===== src/rtl/core/wis_pkg.sv =====
`timescale 1ns / 1ps

package wis_pkg;

	localparam int MAX_ADS_DEF     = 32;
	localparam int TIME_BITS_DEF   = 16;
	localparam int WEIGHT_BITS_DEF = 16;

	localparam int FIELD_W   = 16;
	localparam int PROFIT_W  = 21;
	localparam int PICK_W    = 5;
	localparam int RES_CAP   = 32;
	localparam int K_W       = 6;
	localparam logic [PROFIT_W-1:0] PROFIT_MAX = 21'h1fffff;

	typedef struct packed {
		logic [FIELD_W-1:0] start_time;
		logic [FIELD_W-1:0] duration;
		logic [FIELD_W-1:0] weight;
		logic               last_item;
	} item_t;

	typedef struct packed {
		logic [PROFIT_W-1:0] total_profit;
		logic [PICK_W-1:0]   pick_index;
		logic                pick_valid;
		logic                overflowed;
		logic                last_result;
	} result_t;

	typedef enum logic [3:0] {
		S_IDLE,
		S_INS_CHK,
		S_INS_CMP,
		S_INS_PUT,
		S_DP_INIT,
		S_DP_CHK,
		S_DP_CUR,
		S_SC_CHK,
		S_SC_CMP,
		S_DP_BRD,
		S_DP_UPD,
		S_BT_INIT,
		S_BT_CHK,
		S_BT_EVAL,
		S_BT_END
	} state_t;

	typedef struct packed {
		logic accept;
		logic ins_rd;
		logic ins_shift;
		logic ins_put;
		logic dp_init;
		logic dp_rd;
		logic dp_cur;
		logic sc_rd;
		logic sc_cmp;
		logic best_rd;
		logic dp_upd;
		logic bt_init;
		logic bt_rd;
		logic bt_take;
		logic bt_skip;
		logic bt_end;
	} cmd_t;

	typedef struct packed {
		logic room;
		logic in_last;
		logic last;
		logic j_zero;
		logic end_gt;
		logic i_over;
		logic scan_done;
		logic bt_done;
		logic taken;
		logic pend_v;
		logic out_free;
	} sts_t;

endpackage


===== src/rtl/core/wis_ram.sv =====
`timescale 1ns / 1ps

module wis_ram #(
	parameter int WIDTH = 8,
	parameter int DEPTH = 32,
	localparam int AW = (DEPTH > 1) ? $clog2(DEPTH) : 1
) (
	input  logic             clk,
	input  logic             we,
	input  logic [AW-1:0]    waddr,
	input  logic [WIDTH-1:0] wdata,
	input  logic             re,
	input  logic [AW-1:0]    raddr,
	output logic [WIDTH-1:0] rdata
);

	logic [WIDTH-1:0] mem_q [DEPTH];

	always_ff @(posedge clk) begin
		if (we) begin
			mem_q[waddr] <= wdata;
		end
		if (re) begin
			rdata <= mem_q[raddr];
		end
	end

endmodule


===== src/rtl/core/wis_ctrl.sv =====
`timescale 1ns / 1ps

module wis_ctrl (
	input  logic           clk,
	input  logic           arst_n,
	input  logic           item_valid,
	output logic           item_stall,
	input  wis_pkg::sts_t  sts,
	output wis_pkg::cmd_t  cmd
);

	wis_pkg::state_t state_q, state_d;

	always_ff @(posedge clk or negedge arst_n) begin
		if (!arst_n) begin
			state_q <= wis_pkg::S_IDLE;
		end else begin
			state_q <= state_d;
		end
	end

	always_comb begin
		state_d = state_q;
		unique case (state_q)
			wis_pkg::S_IDLE: begin
				if (item_valid) begin
					if (sts.room) state_d = wis_pkg::S_INS_CHK;
					else if (sts.in_last) state_d = wis_pkg::S_DP_INIT;
				end
			end
			wis_pkg::S_INS_CHK: state_d = sts.j_zero ? wis_pkg::S_INS_PUT : wis_pkg::S_INS_CMP;
			wis_pkg::S_INS_CMP: state_d = sts.end_gt ? wis_pkg::S_INS_CHK : wis_pkg::S_INS_PUT;
			wis_pkg::S_INS_PUT: state_d = sts.last ? wis_pkg::S_DP_INIT : wis_pkg::S_IDLE;
			wis_pkg::S_DP_INIT: state_d = wis_pkg::S_DP_CHK;
			wis_pkg::S_DP_CHK:  state_d = sts.i_over ? wis_pkg::S_BT_INIT : wis_pkg::S_DP_CUR;
			wis_pkg::S_DP_CUR:  state_d = wis_pkg::S_SC_CHK;
			wis_pkg::S_SC_CHK:  state_d = sts.scan_done ? wis_pkg::S_DP_BRD : wis_pkg::S_SC_CMP;
			wis_pkg::S_SC_CMP:  state_d = wis_pkg::S_SC_CHK;
			wis_pkg::S_DP_BRD:  state_d = wis_pkg::S_DP_UPD;
			wis_pkg::S_DP_UPD:  state_d = wis_pkg::S_DP_CHK;
			wis_pkg::S_BT_INIT: state_d = wis_pkg::S_BT_CHK;
			wis_pkg::S_BT_CHK:  state_d = sts.bt_done ? wis_pkg::S_BT_END : wis_pkg::S_BT_EVAL;
			wis_pkg::S_BT_EVAL: begin
				if (!(sts.taken && sts.pend_v && !sts.out_free)) state_d = wis_pkg::S_BT_CHK;
			end
			wis_pkg::S_BT_END: begin
				if (sts.out_free) state_d = wis_pkg::S_IDLE;
			end
			default: state_d = wis_pkg::S_IDLE;
		endcase
	end

	always_comb begin
		cmd = '0;
		item_stall = (state_q != wis_pkg::S_IDLE);
		unique case (state_q)
			wis_pkg::S_IDLE:    cmd.accept = item_valid;
			wis_pkg::S_INS_CHK: cmd.ins_rd = !sts.j_zero;
			wis_pkg::S_INS_CMP: cmd.ins_shift = sts.end_gt;
			wis_pkg::S_INS_PUT: cmd.ins_put = 1'b1;
			wis_pkg::S_DP_INIT: cmd.dp_init = 1'b1;
			wis_pkg::S_DP_CHK:  cmd.dp_rd = !sts.i_over;
			wis_pkg::S_DP_CUR:  cmd.dp_cur = 1'b1;
			wis_pkg::S_SC_CHK:  cmd.sc_rd = !sts.scan_done;
			wis_pkg::S_SC_CMP:  cmd.sc_cmp = 1'b1;
			wis_pkg::S_DP_BRD:  cmd.best_rd = 1'b1;
			wis_pkg::S_DP_UPD:  cmd.dp_upd = 1'b1;
			wis_pkg::S_BT_INIT: cmd.bt_init = 1'b1;
			wis_pkg::S_BT_CHK:  cmd.bt_rd = !sts.bt_done;
			wis_pkg::S_BT_EVAL: begin
				cmd.bt_take = sts.taken && (!sts.pend_v || sts.out_free);
				cmd.bt_skip = !sts.taken;
			end
			wis_pkg::S_BT_END:  cmd.bt_end = sts.out_free;
			default: cmd = '0;
		endcase
	end

endmodule


===== src/rtl/core/wis_dp.sv =====
`timescale 1ns / 1ps

module wis_dp #(
	parameter int MAX_ADS     = wis_pkg::MAX_ADS_DEF,
	parameter int TIME_BITS   = wis_pkg::TIME_BITS_DEF,
	parameter int WEIGHT_BITS = wis_pkg::WEIGHT_BITS_DEF
) (
	input  logic             clk,
	input  logic             arst_n,
	input  wis_pkg::item_t   item,
	input  logic             result_stall,
	input  wis_pkg::cmd_t    cmd,
	output wis_pkg::sts_t    sts,
	output logic             result_valid,
	output wis_pkg::result_t result
);

	localparam int IDX_W  = (MAX_ADS > 1) ? $clog2(MAX_ADS) : 1;
	localparam int CNT_W  = $clog2(MAX_ADS + 1);
	localparam int END_W  = TIME_BITS + 1;
	localparam int BEST_W = WEIGHT_BITS + CNT_W;
	localparam int REC_W  = TIME_BITS + END_W + WEIGHT_BITS + IDX_W;
	localparam int O_ARR  = 0;
	localparam int O_W    = O_ARR + IDX_W;
	localparam int O_E    = O_W + WEIGHT_BITS;
	localparam int O_S    = O_E + END_W;
	localparam int PRV_W  = CNT_W + 1;
	localparam int K_W_L  = wis_pkg::K_W;

	logic [CNT_W-1:0]       cnt_q, j_q, i_q, p_q;
	logic [K_W_L-1:0]       k_q;
	logic                   ovf_q, last_q, pend_v_q, out_v_q;
	logic [TIME_BITS-1:0]   new_s_q, cur_s_q;
	logic [END_W-1:0]       new_e_q;
	logic [WEIGHT_BITS-1:0] new_w_q, cur_w_q;
	logic [BEST_W-1:0]      best_prev_q;
	logic [IDX_W-1:0]       pend_idx_q;
	wis_pkg::result_t       out_q;

	logic [TIME_BITS-1:0]   in_s, in_d;
	logic [WEIGHT_BITS-1:0] in_w;
	logic [31:0]            s32, d32, w32, pidx32;

	logic                   rec_we, rec_re;
	logic [IDX_W-1:0]       rec_waddr, rec_raddr;
	logic [REC_W-1:0]       rec_wdata, rec_rdata;
	logic [TIME_BITS-1:0]   rd_s;
	logic [END_W-1:0]       rd_e;
	logic [WEIGHT_BITS-1:0] rd_w;
	logic [IDX_W-1:0]       rd_arr;

	logic                   best_we;
	logic [CNT_W-1:0]       best_waddr;
	logic [BEST_W-1:0]      best_wdata, best_rdata, take, new_best;
	logic [PRV_W-1:0]       prv_rdata;
	logic                   taken_now;

	logic [63:0]                  best64;
	logic [wis_pkg::PROFIT_W-1:0] profit_sat;
	logic [wis_pkg::PICK_W-1:0]   pend_pick;

	assign s32  = 32'(item.start_time);
	assign d32  = 32'(item.duration);
	assign w32  = 32'(item.weight);
	assign in_s = s32[TIME_BITS-1:0];
	assign in_d = d32[TIME_BITS-1:0];
	assign in_w = w32[WEIGHT_BITS-1:0];

	assign rd_s   = rec_rdata[O_S +: TIME_BITS];
	assign rd_e   = rec_rdata[O_E +: END_W];
	assign rd_w   = rec_rdata[O_W +: WEIGHT_BITS];
	assign rd_arr = rec_rdata[O_ARR +: IDX_W];

	always_comb begin
		rec_we    = cmd.ins_shift || cmd.ins_put;
		rec_waddr = j_q[IDX_W-1:0];
		rec_wdata = cmd.ins_shift ? rec_rdata : {new_s_q, new_e_q, new_w_q, cnt_q[IDX_W-1:0]};
		rec_re    = cmd.ins_rd || cmd.dp_rd || cmd.sc_rd || cmd.bt_rd;
		priority if (cmd.ins_rd) rec_raddr = j_q[IDX_W-1:0] - IDX_W'(1);
		else if (cmd.dp_rd) rec_raddr = i_q[IDX_W-1:0];
		else if (cmd.sc_rd) rec_raddr = j_q[IDX_W-1:0];
		else rec_raddr = i_q[IDX_W-1:0] - IDX_W'(1);
	end

	wis_ram #(.WIDTH(REC_W), .DEPTH(MAX_ADS)) u_rec (
		.clk(clk), .we(rec_we), .waddr(rec_waddr), .wdata(rec_wdata),
		.re(rec_re), .raddr(rec_raddr), .rdata(rec_rdata)
	);

	assign take      = best_rdata + BEST_W'(cur_w_q);
	assign taken_now = take > best_prev_q;
	assign new_best  = taken_now ? take : best_prev_q;

	always_comb begin
		best_we    = cmd.dp_init || cmd.dp_upd;
		best_waddr = cmd.dp_init ? '0 : i_q + CNT_W'(1);
		best_wdata = cmd.dp_init ? '0 : new_best;
	end

	wis_ram #(.WIDTH(BEST_W), .DEPTH(MAX_ADS + 1)) u_best (
		.clk(clk), .we(best_we), .waddr(best_waddr), .wdata(best_wdata),
		.re(cmd.best_rd), .raddr(p_q), .rdata(best_rdata)
	);

	wis_ram #(.WIDTH(PRV_W), .DEPTH(MAX_ADS + 1)) u_prev (
		.clk(clk), .we(cmd.dp_upd), .waddr(i_q + CNT_W'(1)), .wdata({taken_now, p_q}),
		.re(cmd.bt_rd), .raddr(i_q), .rdata(prv_rdata)
	);

	assign best64     = 64'(best_prev_q);
	assign profit_sat = (best64 > 64'(wis_pkg::PROFIT_MAX)) ? wis_pkg::PROFIT_MAX
	                                                        : best64[wis_pkg::PROFIT_W-1:0];
	assign pidx32     = 32'(pend_idx_q);
	assign pend_pick  = pidx32[wis_pkg::PICK_W-1:0];

	always_comb begin
		sts.room      = cnt_q < CNT_W'(MAX_ADS);
		sts.in_last   = item.last_item;
		sts.last      = last_q;
		sts.j_zero    = (j_q == '0);
		sts.end_gt    = rd_e > new_e_q;
		sts.i_over    = (i_q == cnt_q);
		sts.scan_done = (j_q == i_q);
		sts.bt_done   = (i_q == '0) || (k_q == K_W_L'(wis_pkg::RES_CAP));
		sts.taken     = prv_rdata[PRV_W-1];
		sts.pend_v    = pend_v_q;
		sts.out_free  = !out_v_q || !result_stall;
	end

	always_ff @(posedge clk or negedge arst_n) begin
		if (!arst_n) begin
			cnt_q    <= '0;
			ovf_q    <= 1'b0;
			pend_v_q <= 1'b0;
			out_v_q  <= 1'b0;
		end else begin
			if ((cmd.bt_take && pend_v_q) || cmd.bt_end) out_v_q <= 1'b1;
			else if (out_v_q && !result_stall) out_v_q <= 1'b0;
			if (cmd.accept && !sts.room) ovf_q <= 1'b1;
			if (cmd.ins_put) cnt_q <= cnt_q + CNT_W'(1);
			if (cmd.bt_init) pend_v_q <= 1'b0;
			if (cmd.bt_take) pend_v_q <= 1'b1;
			if (cmd.bt_end) begin
				pend_v_q <= 1'b0;
				cnt_q    <= '0;
				ovf_q    <= 1'b0;
			end
		end
	end

	always_ff @(posedge clk) begin
		if (cmd.accept) begin
			new_s_q <= in_s;
			new_e_q <= END_W'(in_s) + END_W'(in_d);
			new_w_q <= in_w;
			last_q  <= item.last_item;
			j_q     <= cnt_q;
		end
		if (cmd.ins_shift) j_q <= j_q - CNT_W'(1);
		if (cmd.dp_init) begin
			best_prev_q <= '0;
			i_q         <= '0;
		end
		if (cmd.dp_cur) begin
			cur_s_q <= rd_s;
			cur_w_q <= rd_w;
			p_q     <= '0;
			j_q     <= '0;
		end
		if (cmd.sc_cmp) begin
			if (rd_e <= END_W'(cur_s_q)) p_q <= p_q + CNT_W'(1);
			j_q <= j_q + CNT_W'(1);
		end
		if (cmd.dp_upd) begin
			best_prev_q <= new_best;
			i_q         <= i_q + CNT_W'(1);
		end
		if (cmd.bt_init) begin
			i_q <= cnt_q;
			k_q <= '0;
		end
		if (cmd.bt_take) begin
			if (pend_v_q) out_q <= '{profit_sat, pend_pick, 1'b1, ovf_q, 1'b0};
			pend_idx_q <= rd_arr;
			k_q        <= k_q + K_W_L'(1);
			i_q        <= prv_rdata[CNT_W-1:0];
		end
		if (cmd.bt_skip) i_q <= i_q - CNT_W'(1);
		if (cmd.bt_end) begin
			if (pend_v_q) out_q <= '{profit_sat, pend_pick, 1'b1, ovf_q, 1'b1};
			else out_q <= '{profit_sat, '0, 1'b0, ovf_q, 1'b1};
		end
	end

	assign result_valid = out_v_q;
	assign result       = out_q;

endmodule


===== src/rtl/core/weighted_interval_scheduler.sv =====
`timescale 1ns / 1ps
// channel   payload    valid         stall
// item      item       item_valid    item_stall
// result    result     result_valid  result_stall
//
// an item not marked last is placed in end-time order: each entry that ends later is shifted up
// one place, then the item is written; no compare is made when it lands in entry zero
// the run after the last item does the end-time scan for every entry,
// then the backtrace; the single read port of the interval memory serializes both
// reset clears the fill count, the overflow flag and all handshake state at once
// a stalled result holds the backtrace until the output register frees

module weighted_interval_scheduler #(
	parameter int MAX_ADS     = wis_pkg::MAX_ADS_DEF,
	parameter int TIME_BITS   = wis_pkg::TIME_BITS_DEF,
	parameter int WEIGHT_BITS = wis_pkg::WEIGHT_BITS_DEF
) (
	input  logic             clk,
	input  logic             arst_n,
	input  logic             item_valid,
	output logic             item_stall,
	input  wis_pkg::item_t   item,
	output logic             result_valid,
	input  logic             result_stall,
	output wis_pkg::result_t result
);

	wis_pkg::cmd_t cmd;
	wis_pkg::sts_t sts;

	wis_ctrl u_ctrl (
		.clk(clk), .arst_n(arst_n), .item_valid(item_valid),
		.item_stall(item_stall), .sts(sts), .cmd(cmd)
	);

	wis_dp #(
		.MAX_ADS(MAX_ADS), .TIME_BITS(TIME_BITS), .WEIGHT_BITS(WEIGHT_BITS)
	) u_dp (
		.clk(clk), .arst_n(arst_n), .item(item), .result_stall(result_stall),
		.cmd(cmd), .sts(sts), .result_valid(result_valid), .result(result)
	);

endmodule


===== config.mk =====
export PLATFORM = sky130hd
export DESIGN_NAME = weighted_interval_scheduler
export DESIGN_NICKNAME = d
export VERILOG_FILES = /design/src/rtl/core/wis_pkg.sv /design/src/rtl/core/wis_ram.sv /design/src/rtl/core/wis_ctrl.sv /design/src/rtl/core/wis_dp.sv /design/src/rtl/core/weighted_interval_scheduler.sv
export SDC_FILE = /design/constraint.sdc
export NUM_CORES = 2
export LEC_CHECK = 0
export BUFFER_PORTS_ARGS = -buffer_cell sky130_fd_sc_hd__buf_2
export CAP_MARGIN = 20
export CORE_MARGIN = 2
export CORE_UTILIZATION = 50
export CTS_CLUSTER_DIAMETER = 200
export DETAILED_ROUTE_END_ITERATION = 7
export GPL_ROUTABILITY_DRIVEN = 0
export HOLD_SLACK_MARGIN = 0.03
export PLACE_DENSITY = 0.65
export SLEW_MARGIN = 20
export SYNTH_ARGS = -nofsm -noshare
export SYNTH_HDL_FRONTEND = slang
export SYNTH_HIERARCHICAL = 1
export SYNTH_SLANG_ARGS = --single-unit

===== constraint.sdc =====
create_clock -name clk -period 7.5 [get_ports clk]
set_input_delay 0.75 -clock clk [delete_from_list [all_inputs] [get_ports clk]]
set_output_delay 0.75 -clock clk [all_outputs]
set_load 0.05 [all_outputs]

==> results_dict.tcl <==
set metrics [dict create \
    die_h_um 492 \
    synth_cell_type_count 85 \
    clock_latency_ps 960 \
    synth-edff-count 2924 \
    crit_required_ps 8090 \
    drv_cap 0 \
    hold_buffers 28 \
    grt.overflow.total 0 \
    synth-compound-area-share_pct 6.43 \
    start_util_pct 50.1 \
    period_share_pct 81.8 \
    num_io_pins 84 \
    avgSynthCellArea_um2 17.0 \
    synth_xor_area_share_pct 0.442 \
    pre_cts_ws_ps 1500 \
    cp_max_fo 36 \
    row_count 179 \
    synth_adder_area_share_pct 1.05 \
    clk_path_buf_depth 4 \
    area_growth_pct 12.1 \
    cts.sinks 2943 \
    syn-num-nets 7137 \
    yosysWarnings 6 \
    routedWlPerCell_um 29.5 \
    cp.arrival_ps 6720 \
    grt_pass1_wl_um 447000 \
    drc 0 \
    hold_violations 0 \
    max_slew_margin_pct 19.7 \
    synth_cells 6985 \
    clock_skew_ps 83.3 \
    setup_viol 0 \
    cts_resized 0 \
    grt_max_degree 122 \
    worstMarginPinSlew_ps 1200 \
    vias 65449 \
    die_area_um2 242000 \
    synth-simple-area-share_pct 3.73 \
    hpwlAfterDp_um 167000 \
    status "finished clean" \
    grt_pass1_vias 63504 \
    synth_area_um2 119000 \
    ys.flop_type "edfxtp_1" \
    vdd_drop_max_mv 0.596 \
    synthArstFlopShare_pct 0.442 \
    critPathBufInv 4 \
    worstHoldPathType "input port to register" \
    io_buffers 83 \
    synth_mux_area_share_pct 11.7 \
    critPathTopFamily "simple AND/OR/NAND/NOR gates" \
    synth-seq-cells 2943 \
    vias_per_cell 6.16 \
    drive_above_1_share_pct 12.3 \
    period_needed_ps 6140 \
    drtIter0Drc 7387 \
    rsz0062_at_grt "false" \
    core-area_um2 237000 \
    die_x_um 492 \
    synth_top_family_by_area "multiplexers" \
    power_density_nw_per_um2 432 \
    grt_usage_pct 25.4 \
    slowest_stage "nor2_2" \
    nNetsFinal 7378 \
    grt_antenna_before_repair 11 \
    tns_ps 0 \
    clk_pin_slew_ps 60 \
    root_buffer "clkbuf_16" \
    critPathKind "register to register" \
    cts_tree "built" \
    startpoint_type "register" \
    report.final.slew_viol_count 0 \
    h-tree-depth 5 \
    synth_seq_area_share_pct 74.1 \
    worstPathCellList "ha_1 > inv_1 > fa_1 > nor2b_1 > o31a_1 > o2111ai_1 > and2_1 > o21ai_1 > xnor2_1 > inv_1 > ha_1 > nand4_1 > nor2_1 > nand3_1 > o31a_1 > a31oi_4 > inv_2 > buf_4 > mux2i_1 > nor2_2" \
    worst_slack_ps 1360 \
    routed_wl_um 314000 \
    max_stage_delay_ps 850 \
    p_leak_nw 44.9 \
    postCtsSetupRepairBufs 0 \
    firstDrtPassIters 6 \
    max_freq_mhz 163 \
    ant_nets 0 \
    cts_inserted_buffers 311 \
    endpoint_kind "register" \
]
[report_power, final]
group	total, mW	switching, mW	internal (mW)	leakage, nW
Combinational	21.5	14.0	7.47	13.4
Clock	14.7	6.13	8.53	4.68
Sequential	21.5	0.691	20.8	26.8
[sequential cells by signal, summed over array words and instances, names as in the netlist, 4 cells and up]
signal / flops
u_dp/k_q: 6
u_dp/new_e_q: 17
u_dp/cur_w_q: 16
u_dp/u_best/mem_q: 726
u_dp/u_prev/rdata: 7
u_ctrl/state_q: 4
u_dp/new_s_q: 16
u_dp/cnt_q: 6
u_dp/new_w_q: 16
u_dp/result: 29
u_dp/j_q: 6
u_dp/pend_idx_q: 5
u_dp/p_q: 6
u_dp/u_rec/mem_q: 1728
u_dp/u_rec/rdata: 54
u_dp/u_prev/mem_q: 231
u_dp/cur_s_q: 16
u_dp/best_prev_q: 22
u_dp/u_best/rdata: 22
u_dp/i_q: 6
[Yosys cell counts, types with 29 or more instances]
| cell | n | area (µm²) |
|---|---|---|
| nor2_1 | 212 | 796 |
| inv_1 | 94 | 353 |
| xnor2_1 | 42 | 368 |
| o21ai_0 | 56 | 280 |
| a22o_1 | 172 | 1510 |
| nand2_1 | 285 | 1070 |
| nand3_1 | 194 | 971 |
| a21oi_1 | 282 | 1410 |
| a31oi_1 | 62 | 388 |
| clkbuf_1 | 160 | 601 |
| buf_6 | 53 | 597 |
| nor2b_1 | 29 | 181 |
| mux2_2 | 37 | 417 |
| a22oi_1 | 285 | 2140 |
| edfxtp_1 | 2924 | 87800 |
| ha_1 | 97 | 1210 |
| o22ai_1 | 33 | 206 |
| buf_4 | 54 | 405 |
| mux2i_1 | 1351 | 13500 |
| a221oi_1 | 58 | 508 |
| buf_2 | 54 | 270 |
| nor3_1 | 85 | 425 |
[path summary, 6_finish.rpt]
path / slack, ps / cells after the start / to / startpoint
setup / recovery: 1360 / 20 / u_dp/u_best/mem_q[12][13] / u_dp/cur_w_q[0]
hold / removal: 90 / 1 / u_dp/new_s_q[11] / item[44]
max in group asynchronous: 6880 / 2 / u_dp/cnt_q[1] / arst_n
min in group asynchronous: 260 / 2 / u_dp/result_valid / arst_n
setup reg to reg: 1360 / 20 / u_dp/u_best/mem_q[12][13] / u_dp/cur_w_q[0]
hold reg to reg: 430 / 0 / u_dp/pend_idx_q[0] / u_dp/u_rec/rdata[0]
[cell usage in the layout, fill, tap and decap left out, types with 42 or more instances in the layout]
cell and count:
xnor2_1 42, edfxtp_1 2924, clkinv_2 49, nand2_1 283, a31oi_1 61, nor2_4 52, nor2_1 126, buf_2 83
clkinv_1 64, a22o_1 172, mux2i_1 1351, a21oi_1 282, a22oi_1 285, a221oi_1 58, ha_1 97, nand3_1 194
clkbuf_16 316, clkbuf_1 62, buf_4 157, inv_1 94, nor3_1 79
[layout make-up]
type                       instances  area, µm²
multi-input combinational       3561      28500
inverter                          95        357
timing repair buffer             314       2760
clock inverter                   160       1410
sequential                      2943      88300
clock buffer                     381       8180
tap                             3167       3960
antenna                            2       5.00
fill                           18109     104000
[per-stage QoR]
stage	total power [mW]	cell area, µm²	hold WS (ps)	util, %	std cells
final	57.6	133000	93.0	56.2	10623
after global routing	59.9	133000	62.5	56.2	10622
after CTS	57.6	133000	30.4	56.2	10617
after detailed placement	42.9	123000	442	52.0	10048
after global placement	42.7	123000	432	52.0	10046
after floorplan	36.8	119000	420	-	6985
[worst register-to-register path: cells and delay by family, from the launching register on]
kind / cells / cell delay, ps
muxes: 1 / 210
xor gates and xnor gates: 1 / 390
buffers and inverters: 4 / 900
adders and majority gates: 3 / 760
DFF: 1 / 360
and+or+nand+nor: 6 / 1750
AOI/OAI and AO/OA: 5 / 1420
[cell families after synthesis]
family / after synthesis
flip-flops: 2943
adder cells (fa/ha/maj): 99
multiplexers: 1388
AO/OA/AOI/OAI: 1067
XOR/XNOR: 60
AND/OR/NAND/NOR: 947
buffers and inverters: 481
[layer usage]
layer	routed length [µm]	vias up	GRT usage, %	share of wire (%)
met1	125000	33786	34.4	40
met3	24500	509	3.79	7.8
met4	8360	2	7.06	2.7
met2	156000	2984	42.9	50
li1	-	28168	-	-
met5	13	-	0	0.0041
No activity file was read; power rests on OpenSTA's default activity.
